<file path="config.mk">
export PLATFORM = sky130hd
export DESIGN_NAME = bitmap_glyph_color_expander
export DESIGN_NICKNAME = d
export VERILOG_FILES = /design/src/gce_pkg.sv /design/src/bitmap_glyph_color_expander.sv /design/src/gce_expander.sv
export SDC_FILE = /design/constraint.sdc
export NUM_CORES = 2
export LEC_CHECK = 0
export BUFFER_PORTS_ARGS = -buffer_cell sky130_fd_sc_hd__buf_2
export CAP_MARGIN = 20
export CORE_UTILIZATION = 55
export CTS_BUF_LIST = sky130_fd_sc_hd__clkbuf_16
export CTS_CLUSTER_DIAMETER = 100
export DETAILED_ROUTE_END_ITERATION = 6
export GPL_ROUTABILITY_DRIVEN = 0
export PLACE_DENSITY = 0.71
export REMOVE_ABC_BUFFERS = 1
export SKIP_LAST_GASP = 1
export SLEW_MARGIN = 20
export SYNTH_ARGS = -nofsm -noshare
export SYNTH_HDL_FRONTEND = slang
export SYNTH_SLANG_ARGS = --single-unit
</file>
<file path="constraint.sdc">
create_clock -name clk -period 10.8 [get_ports clk]
set_input_delay 0.54 -clock clk [delete_from_list [all_inputs] [get_ports clk]]
set_output_delay 0.54 -clock clk [all_outputs]
set_load 0.01 [all_outputs]
</file>
<file path="src/gce_pkg.sv">
`timescale 1ns / 1ps
`default_nettype none
// ----------------------------------------------------------------------------
// gce_pkg
// Shared types, constants and helpers of the bitmap glyph color expander.
// ----------------------------------------------------------------------------
package gce_pkg;

	localparam int FRAC_BITS      = 4;
	localparam int MAX_GLYPH_SIDE = 1023;
	localparam int MAX_FB_SIDE    = 4096;

	localparam int COORD_W  = 17;
	localparam int PIXC_W   = COORD_W - FRAC_BITS;
	localparam int ORG_W    = PIXC_W + 1;
	localparam int XW       = ORG_W + 1;
	localparam int SIDE_W   = 10;
	localparam int FB_W     = 13;
	localparam int POS_W    = 12;
	localparam int ADDR_W   = 24;
	localparam int COLOUR_W = 32;

	typedef enum logic [1:0] {
		ACT_SET_POS     = 2'd0,
		ACT_BEGIN_GLYPH = 2'd1,
		ACT_DATA_BYTE   = 2'd2
	} action_t;

	typedef enum logic [1:0] {
		CFG_FB_WIDTH     = 2'd0,
		CFG_FB_HEIGHT    = 2'd1,
		CFG_UNPACK_ALIGN = 2'd2
	} cfg_reg_t;

	// one bitmap byte after clipping, ready for expansion
	typedef struct packed {
		logic [7:0]              mask;
		logic signed [XW-1:0]    x0;
		logic [POS_W-1:0]        row;
		logic [COLOUR_W-1:0]     colour;
	} byte_job_t;

	// fixed point to whole pixels, truncating toward zero
	function automatic logic signed [PIXC_W-1:0] to_pixels(input logic signed [COORD_W-1:0] v);
		logic signed [COORD_W-1:0] bias;
		logic signed [COORD_W-1:0] sum;
		logic signed [COORD_W-1:0] shifted;
		bias = (COORD_W'(1) <<< FRAC_BITS) - COORD_W'(1);
		sum = v[COORD_W-1] ? v + bias : v;
		shifted = sum >>> FRAC_BITS;
		return shifted[PIXC_W-1:0];
	endfunction

	// saturate a grown sum back into the coordinate range
	function automatic logic signed [COORD_W-1:0] sat_coord(input logic signed [COORD_W:0] v);
		logic signed [COORD_W-1:0] res;
		if (v[COORD_W] != v[COORD_W-1]) begin
			res = v[COORD_W] ? {1'b1, {(COORD_W-1){1'b0}}} : {1'b0, {(COORD_W-1){1'b1}}};
		end else begin
			res = v[COORD_W-1:0];
		end
		return res;
	endfunction

endpackage
`default_nettype wire

</file>
<file path="src/bitmap_glyph_color_expander.sv">
`timescale 1ns / 1ps
`default_nettype none
// ----------------------------------------------------------------------------
// bitmap_glyph_color_expander
// Expands one-bit-per-pixel glyph bitmaps into clipped color pixel writes.
// ----------------------------------------------------------------------------
// An item is taken every cycle while the input register is empty or the
// stage behind it has room. set_position, begin_glyph and bitmap bytes with
// no visible set pixel never enter the input register and produce nothing; a
// byte with n visible pixels (up to 8) makes n writes on the single pixel
// write port, one write per cycle while the port is not stalled, leftmost
// pixel first. A taken byte moves from the input register into the expander
// (which forms the row times width product) and then to the output register.
module bitmap_glyph_color_expander (
	input  wire logic                              clk,
	input  wire logic                              arst_n,
	input  wire logic                              cfg_write_en,
	input  wire logic [1:0]                        cfg_index,
	input  wire logic [gce_pkg::FB_W-1:0]          cfg_data,
	input  wire logic                              item_valid,
	output logic                                   item_stall,
	input  wire logic [1:0]                        action,
	input  wire logic signed [gce_pkg::COORD_W-1:0] raster_x,
	input  wire logic signed [gce_pkg::COORD_W-1:0] raster_y,
	input  wire logic                              position_valid,
	input  wire logic [gce_pkg::COLOUR_W-1:0]      colour_argb,
	input  wire logic [gce_pkg::SIDE_W-1:0]        glyph_width,
	input  wire logic [gce_pkg::SIDE_W-1:0]        glyph_height,
	input  wire logic signed [gce_pkg::COORD_W-1:0] orig_x,
	input  wire logic signed [gce_pkg::COORD_W-1:0] orig_y,
	input  wire logic signed [gce_pkg::COORD_W-1:0] move_x,
	input  wire logic signed [gce_pkg::COORD_W-1:0] move_y,
	input  wire logic [7:0]                        data_byte,
	output logic                                   pixel_valid,
	input  wire logic                              pixel_stall,
	output logic [gce_pkg::POS_W-1:0]              pixel_column,
	output logic [gce_pkg::POS_W-1:0]              pixel_row,
	output logic [gce_pkg::ADDR_W-1:0]             pixel_address,
	output logic [gce_pkg::COLOUR_W-1:0]           pixel_colour,
	output logic                                   last
);
	import gce_pkg::*;

	// configuration
	logic [FB_W-1:0]            fb_width_q;
	logic [FB_W-1:0]            fb_height_q;
	logic [3:0]                 unpack_alignment_q;

	// raster and glyph state
	logic signed [COORD_W-1:0]  pos_x_q, pos_y_q;
	logic                       pos_valid_q;
	logic [COLOUR_W-1:0]        draw_colour_q;
	logic signed [ORG_W-1:0]    origin_x_q, origin_y_q;
	logic [SIDE_W-1:0]          cur_width_q, cur_height_q;
	logic signed [COORD_W-1:0]  advance_x_q, advance_y_q;
	logic [SIDE_W-1:0]          byte_in_row_q, row_index_q;
	logic                       glyph_active_q;

	logic                       v_s1;
	byte_job_t                  job_s1;
	logic                       job_ready;

	logic                       accept;
	logic [FB_W-1:0]            fw, fh;
	logic [3:0]                 align;
	logic [SIDE_W:0]            width_round;
	logic [8:0]                 stride;
	logic [SIDE_W-1:0]          gw_clamp, gh_clamp;
	logic signed [ORG_W-1:0]    new_origin_x, new_origin_y;
	logic signed [XW-1:0]       x0;
	logic signed [XW-1:0]       y_cur;
	logic                       y_ok;
	logic signed [XW-1:0]       x_k [8];
	logic [FB_W-1:0]            sx_k [8];
	logic [7:0]                 mask;
	logic [FB_W-1:0]            row_full;
	logic [SIDE_W-1:0]          byte_next, row_next;
	logic signed [COORD_W-1:0]  fin_x_data, fin_y_data, fin_x_new, fin_y_new;

	assign accept = item_valid && !item_stall;
	assign item_stall = v_s1 && !job_ready;

	always_comb begin
		fw = (fb_width_q > FB_W'(MAX_FB_SIDE)) ? FB_W'(MAX_FB_SIDE) : fb_width_q;
		fh = (fb_height_q > FB_W'(MAX_FB_SIDE)) ? FB_W'(MAX_FB_SIDE) : fb_height_q;

		case (unpack_alignment_q) inside
			4'd1, 4'd2, 4'd4, 4'd8: align = unpack_alignment_q;
			default:                align = 4'd1;
		endcase
		width_round = {1'b0, cur_width_q} + (SIDE_W+1)'(7);
		stride = ({1'b0, width_round[SIDE_W:3]} + {5'b0, align} - 9'd1)
			& ~({5'b0, align} - 9'd1);

		gw_clamp = (glyph_width > SIDE_W'(MAX_GLYPH_SIDE)) ? SIDE_W'(MAX_GLYPH_SIDE) : glyph_width;
		gh_clamp = (glyph_height > SIDE_W'(MAX_GLYPH_SIDE)) ? SIDE_W'(MAX_GLYPH_SIDE) : glyph_height;
		new_origin_x = ORG_W'(to_pixels(pos_x_q)) - ORG_W'(to_pixels(orig_x));
		new_origin_y = ORG_W'(to_pixels(pos_y_q)) - ORG_W'(to_pixels(orig_y));

		// per-bit clipping of the incoming byte
		x0 = XW'(origin_x_q) + $signed({{(XW-SIDE_W-3){1'b0}}, byte_in_row_q, 3'b000});
		y_cur = XW'(origin_y_q) + $signed({{(XW-SIDE_W){1'b0}}, row_index_q});
		y_ok = !y_cur[XW-1] && (y_cur[XW-2:0] < {1'b0, fh});
		row_full = fh - FB_W'(1) - y_cur[FB_W-1:0];
		for (int k = 0; k < 8; k++) begin
			sx_k[k] = {byte_in_row_q, 3'(k)};
			x_k[k] = x0 + $signed(XW'(k));
			mask[k] = glyph_active_q && pos_valid_q && data_byte[7-k] && y_ok
				&& (sx_k[k] < {3'b000, cur_width_q})
				&& !x_k[k][XW-1] && (x_k[k][XW-2:0] < {1'b0, fw});
		end

		byte_next = byte_in_row_q + SIDE_W'(1);
		row_next = row_index_q + SIDE_W'(1);
		fin_x_data = sat_coord((COORD_W+1)'(pos_x_q) + (COORD_W+1)'(advance_x_q));
		fin_y_data = sat_coord((COORD_W+1)'(pos_y_q) + (COORD_W+1)'(advance_y_q));
		fin_x_new = sat_coord((COORD_W+1)'(pos_x_q) + (COORD_W+1)'(move_x));
		fin_y_new = sat_coord((COORD_W+1)'(pos_y_q) + (COORD_W+1)'(move_y));
	end

	always_ff @(posedge clk or negedge arst_n) begin
		if (!arst_n) begin
			fb_width_q <= FB_W'(640);
			fb_height_q <= FB_W'(480);
			unpack_alignment_q <= 4'd4;
		end else if (cfg_write_en) begin
			unique case (cfg_reg_t'(cfg_index))
				CFG_FB_WIDTH:     fb_width_q <= cfg_data;
				CFG_FB_HEIGHT:    fb_height_q <= cfg_data;
				CFG_UNPACK_ALIGN: unpack_alignment_q <= cfg_data[3:0];
				default: ;
			endcase
		end
	end

	always_ff @(posedge clk or negedge arst_n) begin
		if (!arst_n) begin
			pos_x_q <= '0;
			pos_y_q <= '0;
			pos_valid_q <= 1'b1;
			draw_colour_q <= 32'hFF00_0000;
			origin_x_q <= '0;
			origin_y_q <= '0;
			cur_width_q <= '0;
			cur_height_q <= '0;
			advance_x_q <= '0;
			advance_y_q <= '0;
			byte_in_row_q <= '0;
			row_index_q <= '0;
			glyph_active_q <= 1'b0;
		end else if (accept) begin
			unique case (action_t'(action))
				ACT_SET_POS: begin
					pos_x_q <= raster_x;
					pos_y_q <= raster_y;
					pos_valid_q <= position_valid;
					draw_colour_q <= colour_argb;
				end
				ACT_BEGIN_GLYPH: begin
					cur_width_q <= gw_clamp;
					cur_height_q <= gh_clamp;
					origin_x_q <= new_origin_x;
					origin_y_q <= new_origin_y;
					advance_x_q <= move_x;
					advance_y_q <= move_y;
					byte_in_row_q <= '0;
					row_index_q <= '0;
					// empty glyph advances at once
					if (gw_clamp == '0 || gh_clamp == '0) begin
						glyph_active_q <= 1'b0;
						pos_x_q <= fin_x_new;
						pos_y_q <= fin_y_new;
					end else begin
						glyph_active_q <= 1'b1;
					end
				end
				ACT_DATA_BYTE: begin
					if (glyph_active_q) begin
						if ({{(9-SIDE_W+SIDE_W){1'b0}}, byte_next} >= {{(SIDE_W){1'b0}}, stride}) begin
							byte_in_row_q <= '0;
							row_index_q <= row_next;
							if (row_next >= cur_height_q) begin
								glyph_active_q <= 1'b0;
								pos_x_q <= fin_x_data;
								pos_y_q <= fin_y_data;
							end
						end else begin
							byte_in_row_q <= byte_next;
						end
					end
				end
				default: ;
			endcase
		end
	end

	// input register in front of the expander
	always_ff @(posedge clk or negedge arst_n) begin
		if (!arst_n) begin
			v_s1 <= 1'b0;
		end else if (accept && action == ACT_DATA_BYTE && mask != 8'd0) begin
			v_s1 <= 1'b1;
		end else if (job_ready) begin
			v_s1 <= 1'b0;
		end
	end

	always_ff @(posedge clk) begin
		if (accept && action == ACT_DATA_BYTE && mask != 8'd0) begin
			job_s1.mask <= mask;
			job_s1.x0 <= x0;
			job_s1.row <= row_full[POS_W-1:0];
			job_s1.colour <= draw_colour_q;
		end
	end

	gce_expander u_expander (
		.clk           (clk),
		.arst_n        (arst_n),
		.job_valid     (v_s1),
		.job           (job_s1),
		.job_ready     (job_ready),
		.fw            (fw),
		.pixel_valid   (pixel_valid),
		.pixel_stall   (pixel_stall),
		.pixel_column  (pixel_column),
		.pixel_row     (pixel_row),
		.pixel_address (pixel_address),
		.pixel_colour  (pixel_colour),
		.last          (last)
	);

	a_open_glyph_nonempty: assert property (@(posedge clk) disable iff (!arst_n)
		glyph_active_q |-> cur_width_q != '0 && cur_height_q != '0)
		else $error("open glyph has zero size");

	a_row_in_glyph: assert property (@(posedge clk) disable iff (!arst_n)
		glyph_active_q |-> row_index_q < cur_height_q)
		else $error("row index past glyph height");

	a_job_has_pixels: assert property (@(posedge clk) disable iff (!arst_n)
		v_s1 |-> job_s1.mask != 8'd0)
		else $error("queued byte has no pixels");

endmodule
`default_nettype wire

</file>
<file path="src/gce_expander.sv">
`timescale 1ns / 1ps
`default_nettype none
// ----------------------------------------------------------------------------
// gce_expander
// Turns a clipped byte into pixel writes leftmost first, one per unstalled cycle.
// ----------------------------------------------------------------------------
module gce_expander (
	input  wire logic                              clk,
	input  wire logic                              arst_n,
	input  wire logic                              job_valid,
	input  wire gce_pkg::byte_job_t                job,
	output logic                                   job_ready,
	input  wire logic [gce_pkg::FB_W-1:0]          fw,
	output logic                                   pixel_valid,
	input  wire logic                              pixel_stall,
	output logic [gce_pkg::POS_W-1:0]              pixel_column,
	output logic [gce_pkg::POS_W-1:0]              pixel_row,
	output logic [gce_pkg::ADDR_W-1:0]             pixel_address,
	output logic [gce_pkg::COLOUR_W-1:0]           pixel_colour,
	output logic                                   last
);
	import gce_pkg::*;

	logic                      v_s2;
	logic [7:0]                mask_s2;
	logic signed [XW-1:0]      x0_s2;
	logic [POS_W-1:0]          row_s2;
	logic [ADDR_W-1:0]         rowbase_s2;
	logic [COLOUR_W-1:0]       colour_s2;

	logic [2:0]                k_sel;
	logic [7:0]                mask_rest;
	logic                      last_sel;
	logic                      out_load;
	logic signed [XW-1:0]      col_full;
	logic [ADDR_W-1:0]         addr_sel;
	logic [POS_W+FB_W-1:0]     rowbase_full;

	// lowest set bit is the leftmost remaining pixel
	always_comb begin
		k_sel = 3'd0;
		for (int k = 7; k >= 0; k--) begin
			if (mask_s2[k]) begin
				k_sel = 3'(k);
			end
		end
		mask_rest = mask_s2 & ~(8'b1 << k_sel);
		last_sel = (mask_rest == 8'd0);
		col_full = x0_s2 + $signed({{(XW-3){1'b0}}, k_sel});
		addr_sel = rowbase_s2 + {{(ADDR_W-POS_W){1'b0}}, col_full[POS_W-1:0]};
		out_load = v_s2 && (!pixel_valid || !pixel_stall);
		job_ready = !v_s2 || (out_load && last_sel);
		rowbase_full = job.row * fw;
	end

	always_ff @(posedge clk or negedge arst_n) begin
		if (!arst_n) begin
			v_s2 <= 1'b0;
		end else if (job_valid && job_ready) begin
			v_s2 <= 1'b1;
		end else if (out_load && last_sel) begin
			v_s2 <= 1'b0;
		end
	end

	always_ff @(posedge clk) begin
		if (job_valid && job_ready) begin
			mask_s2    <= job.mask;
			x0_s2      <= job.x0;
			row_s2     <= job.row;
			colour_s2  <= job.colour;
			rowbase_s2 <= rowbase_full[ADDR_W-1:0];
		end else if (out_load) begin
			mask_s2 <= mask_rest;
		end
	end

	always_ff @(posedge clk or negedge arst_n) begin
		if (!arst_n) begin
			pixel_valid <= 1'b0;
		end else if (out_load) begin
			pixel_valid <= 1'b1;
		end else if (!pixel_stall) begin
			pixel_valid <= 1'b0;
		end
	end

	always_ff @(posedge clk) begin
		if (out_load) begin
			pixel_column  <= col_full[POS_W-1:0];
			pixel_row     <= row_s2;
			pixel_address <= addr_sel;
			pixel_colour  <= colour_s2;
			last          <= last_sel;
		end
	end

	a_busy_has_pixels: assert property (@(posedge clk) disable iff (!arst_n)
		v_s2 |-> mask_s2 != 8'd0)
		else $error("expander busy with an empty mask");

	a_job_taken: assert property (@(posedge clk) disable iff (!arst_n)
		job_valid && job_ready |=> v_s2)
		else $error("taken byte did not reach the expander");

	a_column_in_fb: assert property (@(posedge clk) disable iff (!arst_n)
		pixel_valid |-> {1'b0, pixel_column} < fw)
		else $error("pixel column outside the framebuffer");

endmodule
`default_nettype wire

</file>
**Yosys cells after proc, flatten, opt, wreduce, memory -nomap -nowiden**

Index checks and enable logic that the tools add are counted.

- Flip-flop bits (word level): 436
- Input port bits: 185
- Output and inout bits: 83
- Word-level logic and storage cells: 249

- $add $sub $neg: 29
- Multiply operators: 1
- Order comparisons: 23
- Equality and inequality tests: 17
- Shift operators: 1
- Multiplexer cells: 54
- Bitwise gates (word level): 4
- Reductions and logical operators: 87

Operator list:

| kind | number |
|---|---|
| two-way mux 17 bit | 20 |
| < comparator 14 x 13 -> 1 bit | 9 |
| < comparator 13 x 10 -> 1 bit | 8 |
| one-hot mux 17 bit (3 select lines) | 2 |
| adder 17 x 17 -> 18 bit | 4 |
| adder 17 x 5 -> 17 bit, second input constant | 4 |
| adder 15 x 4 -> 15 bit, second input constant | 4 |
| two-way mux 10 bit | 6 |
| logical AND 1 bit | 49 |
| one-hot mux 10 bit (2 select lines) | 2 |
| adder 15 x 3 -> 15 bit, second input constant | 2 |
| subtractor 13 x 13 -> 14 bit | 2 |
| > comparator 13 bit, second input constant | 2 |
| two-way mux 13 bit | 2 |
| adder 24 x 12 -> 24 bit | 1 |
| multiplier 12 x 13 -> 24 bit | 1 |
| two-way mux 3 bit | 8 |
| adder 10 x 1 -> 10 bit, second input constant | 2 |
| > comparator 10 bit, second input constant | 2 |
| logical NOT 10 bit | 2 |
| two-way mux 8 bit | 2 |
| adder 14 x 11 -> 15 bit | 1 |
| adder 14 x 14 -> 15 bit | 1 |
| adder 15 x 2 -> 15 bit, second input constant | 1 |
| other kinds (38) | 79 |

**Depth between registers and ports, before layout**

- Depth in word-level cells: 21
- Mapped depth: 26
- Depth with buffers taken out: 24

**By module**

From an unflattened synthesis, not the netlist that was laid out.

- Cell total of the unflattened synthesis: 3,429
- Area total of the unflattened synthesis: 34,119.0 µm²

Modules (own cells, without submodules):

| module | times used | cells an instance | area an instance (µm²) | seq. area each (µm²) |
|---|---|---|---|---|
| bitmap_glyph_color_expander | 1 | 2,450 | 22,587.9 | 7,061.8 |
| gce_expander | 1 | 979 | 11,531.1 | 5,124.9 |

**Worst setup path before layout**

Ideal clock, no wire load.

- Kind: flip-flop to flip-flop
- Start point: register byte_in_row_q[0]
- End point: register job_s1[0] in the netlist's numbering (enable)
- Library setup time: 0.486 ns
- Data arrival time: 7.416 ns
- Data required time: 10.314 ns
- Path slack: 2.897 ns
- Cell stages (with the launch flop): 20
- Buffers on the path: 1
- Clock period less this slack: 7.903 ns
- Cells stage by stage: dfrtp_1 -> ha_1 -> fa_1 -> a21o_1 -> a311o_1 -> a211oi_4 -> clkbuf_1 -> and2_0 -> nand2_1 -> xnor2_1 -> ha_1 -> o21a_1 -> o21ai_0 -> nor2_1 -> a2111oi_0 -> o21ai_0 -> a2111oi_1 -> or2_1 -> o41ai_2 -> nor2_1

- Word-level cells in the longest chain between the ends: 7
- Elaborated cells between the ends (all ways): 58
- Those cells by class: 8 x add/sub; 16 x order compare; 34 x reduce/logical

RTL lines:

| what | RTL line | source |
|---|---|---|
| start: declaration | bitmap_glyph_color_expander.sv:56 | `logic [SIDE_W-1:0] byte_in_row_q, row_index_q;` |
| start signal: assignment | bitmap_glyph_color_expander.sv:188 | `byte_in_row_q <= byte_next;` |
| adder 14 x 14 -> 15 bit * | bitmap_glyph_color_expander.sv:101 | `x0 = XW'(origin_x_q) + $signed({{(XW-SIDE_W-3){1'b0}}, byte_in_row_q, 3'b000});` |
| named net x0[9] | bitmap_glyph_color_expander.sv:70 | `logic signed [XW-1:0] x0;` |
| adder 15 x 4 -> 15 bit * | bitmap_glyph_color_expander.sv:107 | `x_k[k] = x0 + $signed(XW'(k));` |
| branches (longest 2 deep; another with < comparator 14 x 13 -> 1 bit) | n/a |  |
| logical AND 1 bit * | bitmap_glyph_color_expander.sv:110 | `&& !x_k[k][XW-1] && (x_k[k][XW-2:0] < {1'b0, fw});` |
| named net mask[4] | bitmap_glyph_color_expander.sv:75 | `logic [7:0] mask;` |
| nonzero test 8 bit * | bitmap_glyph_color_expander.sv:209 | `if (accept && action == ACT_DATA_BYTE && mask != 8'd0) begin` |
| logical AND 1 bit * | bitmap_glyph_color_expander.sv:209 |  |
| end: declaration | bitmap_glyph_color_expander.sv:60 | `byte_job_t job_s1;` |

Mark *: on every way through the listed nets, which the timed path passes.
A chain may end at the register's enable or synchronous reset.

**Worst setup path in the final report**

- Start point: register byte_in_row_q[0]
- End point: register job_s1[23] in the netlist's numbering (enable)

- Word-level cells in the longest chain between the ends: 7
- Elaborated cells between the ends (all ways): 58
- Those cells by class: 8 x add/sub; 16 x order compare; 34 x reduce/logical

RTL lines:

| what | RTL line |
|---|---|
| branches (longest 4 deep; another with adder 14 x 14 -> 15 bit) | n/a |
| logical AND 1 bit * | bitmap_glyph_color_expander.sv:110 |
| named net mask[4] | bitmap_glyph_color_expander.sv:75 |
| nonzero test 8 bit * | bitmap_glyph_color_expander.sv:209 |
| logical AND 1 bit * | bitmap_glyph_color_expander.sv:209 |

Marked as above.

==> metrics.cfg <==
[run_status]
status=finished with violations
violations=DRC

[worst_setup_path]
r2r_setup_slack_ns=3.57
crit_type=flop to flop
critPathMaxFanout=34
slowest_delay_ns=0.80
crit_path_end_kind=flop
cp_num_buf_inv=1
cp_top_family=compound AO/OA/AOI/OAI gates
crit_arrival_ns=7.49
slowest_stage=a211oi_4
cp.required_ns=11.06
crit_chain=ha_1, fa_1, a21o_1, a311o_1, a211oi_4, nand4_2, nor2_1, xnor2_1, ha_1, o21a_1, o21ai_0, nor2_1, a2111oi_0, o21ai_0, a2111oi_1, or2_1, o41ai_2, nor2_4, buf_4
worstSetupStartpointType=flop

[routing]
route.antenna.remaining_nets=0
drc=1
viasPerCell=5.71
first_pass_iters=7
routed_wl_mm=81.4
via_count=25700
drt_iter0_markers=1413
wl_per_cell_um=18.1

[pwr]
power_density_nw_per_um2=280
swShare_pct=43.6
netSwitchingPower_mw=4.57
cellInternalPower_mw=5.92
combPwrFrac_pct=58.9
power_frac_clock_pct=16.1
p_leak_nw=16.8
finalPower_mw=10.5
peakVddDrop_mv=0.195
sequentialPowerShare_pct=25.0

[logic_synthesis]
ys_types=97
synth_commonest_cells=nand2_1, ha_1, inv_1
synthCells=3437
synth_warnings=0
avgSynthCellArea_sq_um=9.79
ys_async_sr_fraction_pct=46.6
synthTopCellsByArea=edfxtp_1, dfrtp_1, ha_1
ys_seq_area_share_pct=36.0
synth_edf_count=233
yosysTopAreaCell=edfxtp_1
synth_top_area_share_pct=20.8
synth_top_flop_cell=edfxtp_1
yosysMostFrequentCell=nand2_1
synth_area_sq_um=33600
ys_ff_latch=436

[timing]
relSlewSlack_pct=17.1
tightest_slew_ns=1.21
clock_skew_ns=0.0308
fin_crit_ns=7.23
rsz0062_at_grt=no
hold_viol=0
holdWs_ns=0.130
fmax_ghz=0.138
fin_tns_setup_ns=0
final_max_slew_viol_count=0
min_period_over_period_pct=66.9
setup_violations=0

[min_path]
hp-class=input pin to flop

[global_route]
grtUsageMet3_pct=3.47
grt_use_met1_pct=34.7
grt_pass1_wl_mm=132
busiest_layer=met2
grt_start_max_net_pins=78
use_met2_pct=45.4
grt.total_usage_pct=26.3
grt_pass1_vias=25300
grt_overflow=0
antenna_found_initial=0

[clock_network]
postCtsHoldBufs=1
clk_pin_slew_ns=0.06
cts_buffers=49
htree_levels=2
cts_resized=0
clock-sinks=436
clk_latency_ns=0.62
cts_root_buf=clkbuf_16
cts_max_path_buffers=3
cts_tree=done
postCtsSetupRepairBufs=0

[floorplan]
die_area_sq_um=62200
initial_core_util_pct=55.7
die_h_um=249
rows=90
pin_count=268
core_sq_um=60400
fp.dieW_um=249

[final_layout]
final_core_util_pct=62.0
fillers=5185
syn2layout_area_growth_pct=11.3
final_nets=4343
final_cells=4502
drive_above_1_share_pct=13.5
antennaDiodeCount=0

[run]
maxCapViolCount=0

[place]
dp_hpwl_mm=62.0
port_buffers=267
dp.cells=4409

[metrics by stage]
step,area [sq um],setup WS (ns)
finish,37400,3.57
detailed placement,35800,3.67
global placement,35800,3.78
floorplan,33200,2.88
global route,37400,3.05
CTS,37400,3.65
[final timing paths]
kind                            cells past startpoint        startpoint                  end
worst max-delay path                               19  byte_in_row_q[0]           job_s1[23]
worst min-delay path                                3         move_x[7]       advance_x_q[7]
worst max register to register                     19  byte_in_row_q[0]           job_s1[23]
worst min register to register                      0        job_s1[50]  u_expander.x0_s2[6]
max in group asynchronous                           4            arst_n      advance_y_q[10]
min in group asynchronous                           2            arst_n     draw_colour_q[6]
[registers in the layout (all words and copies together) (netlist names), 13 cells and up]
signal and cells:
u_expander.pixel_address 24, fb_width_q 13, u_expander.rowbase_s2 24, draw_colour_q 32
origin_y_q 14, pos_x_q 17, origin_x_q 14, job_s1 64
advance_x_q 17, pos_y_q 17, fb_height_q 13, u_expander.colour_s2 32
advance_y_q 17, u_expander.pixel_colour 32
[cells in the final DEF (no fill, tap or decap), types with 19 or more instances in the layout]
cell type / n
a211oi_1: 19
a21o_1: 78
a21oi_1: 144
a31oi_1: 27
and2_1: 68
and3_1: 39
buf_2: 266
buf_4: 26
clkbuf_16: 52
dfrtp_1: 187
edfxtp_1: 233
fa_1: 121
ha_1: 358
inv_1: 312
mux2_2: 66
nand2_1: 471
nand2b_1: 37
nand3_1: 99
nand4_1: 26
nor2_1: 130
nor2b_1: 34
nor3_1: 52
nor4_1: 26
o211ai_1: 22
o21a_1: 28
o21ai_0: 158
o21bai_1: 23
or3_1: 33
xnor2_1: 215
xor2_1: 81
[routing by layer]
metal	up-vias	routed length, um
met5	-	0
met4	0	2040
met3	135	4450
met2	702	39500
met1	12300	35400
li1	12500	-
[power groups by stage]
| stage | Combinational (mW) | Clock (mW) | Sequential (mW) |
|---|---|---|---|
| final | 6.17 | 1.69 | 2.63 |
| after global routing | 7.01 | 1.79 | 2.67 |
| after CTS | 6.16 | 1.73 | 2.62 |
| after detailed placement | 6.11 | 0 | 2.65 |
| after global placement | 5.98 | 0 | 2.64 |
| after floorplan | 4.69 | 0 | 2.58 |
[worst min-delay path, cell delays in order]
cell and delay (ns):
buf_2 0.09, nand2_1 0.04, nand2_1 0.04
[logic make-up after synthesis]
logic type      Yosys count  synth area share (%)
simple gates           1090                  15.7
compound gates          655                  13.0
fa+ha+maj               489                  20.8
flops                   436                  36.0
buf+inv                 404                  4.63
xor+xnor                297                  7.73
mux                      66                  2.21
[layout make-up]
cell class	count	area, sq um	area share [%]
Clock buffer	52	1300	3.48
Clock inverter	40	353	0.942
Inverter	301	1130	3.02
Multi-Input combinational cell	2597	20000	53.5
Sequential cell	436	12100	32.3
Tap cell	782	978	2.61
Timing Repair Buffer	294	1550	4.14
Note: power is estimated with default switching activity, not from simulation.
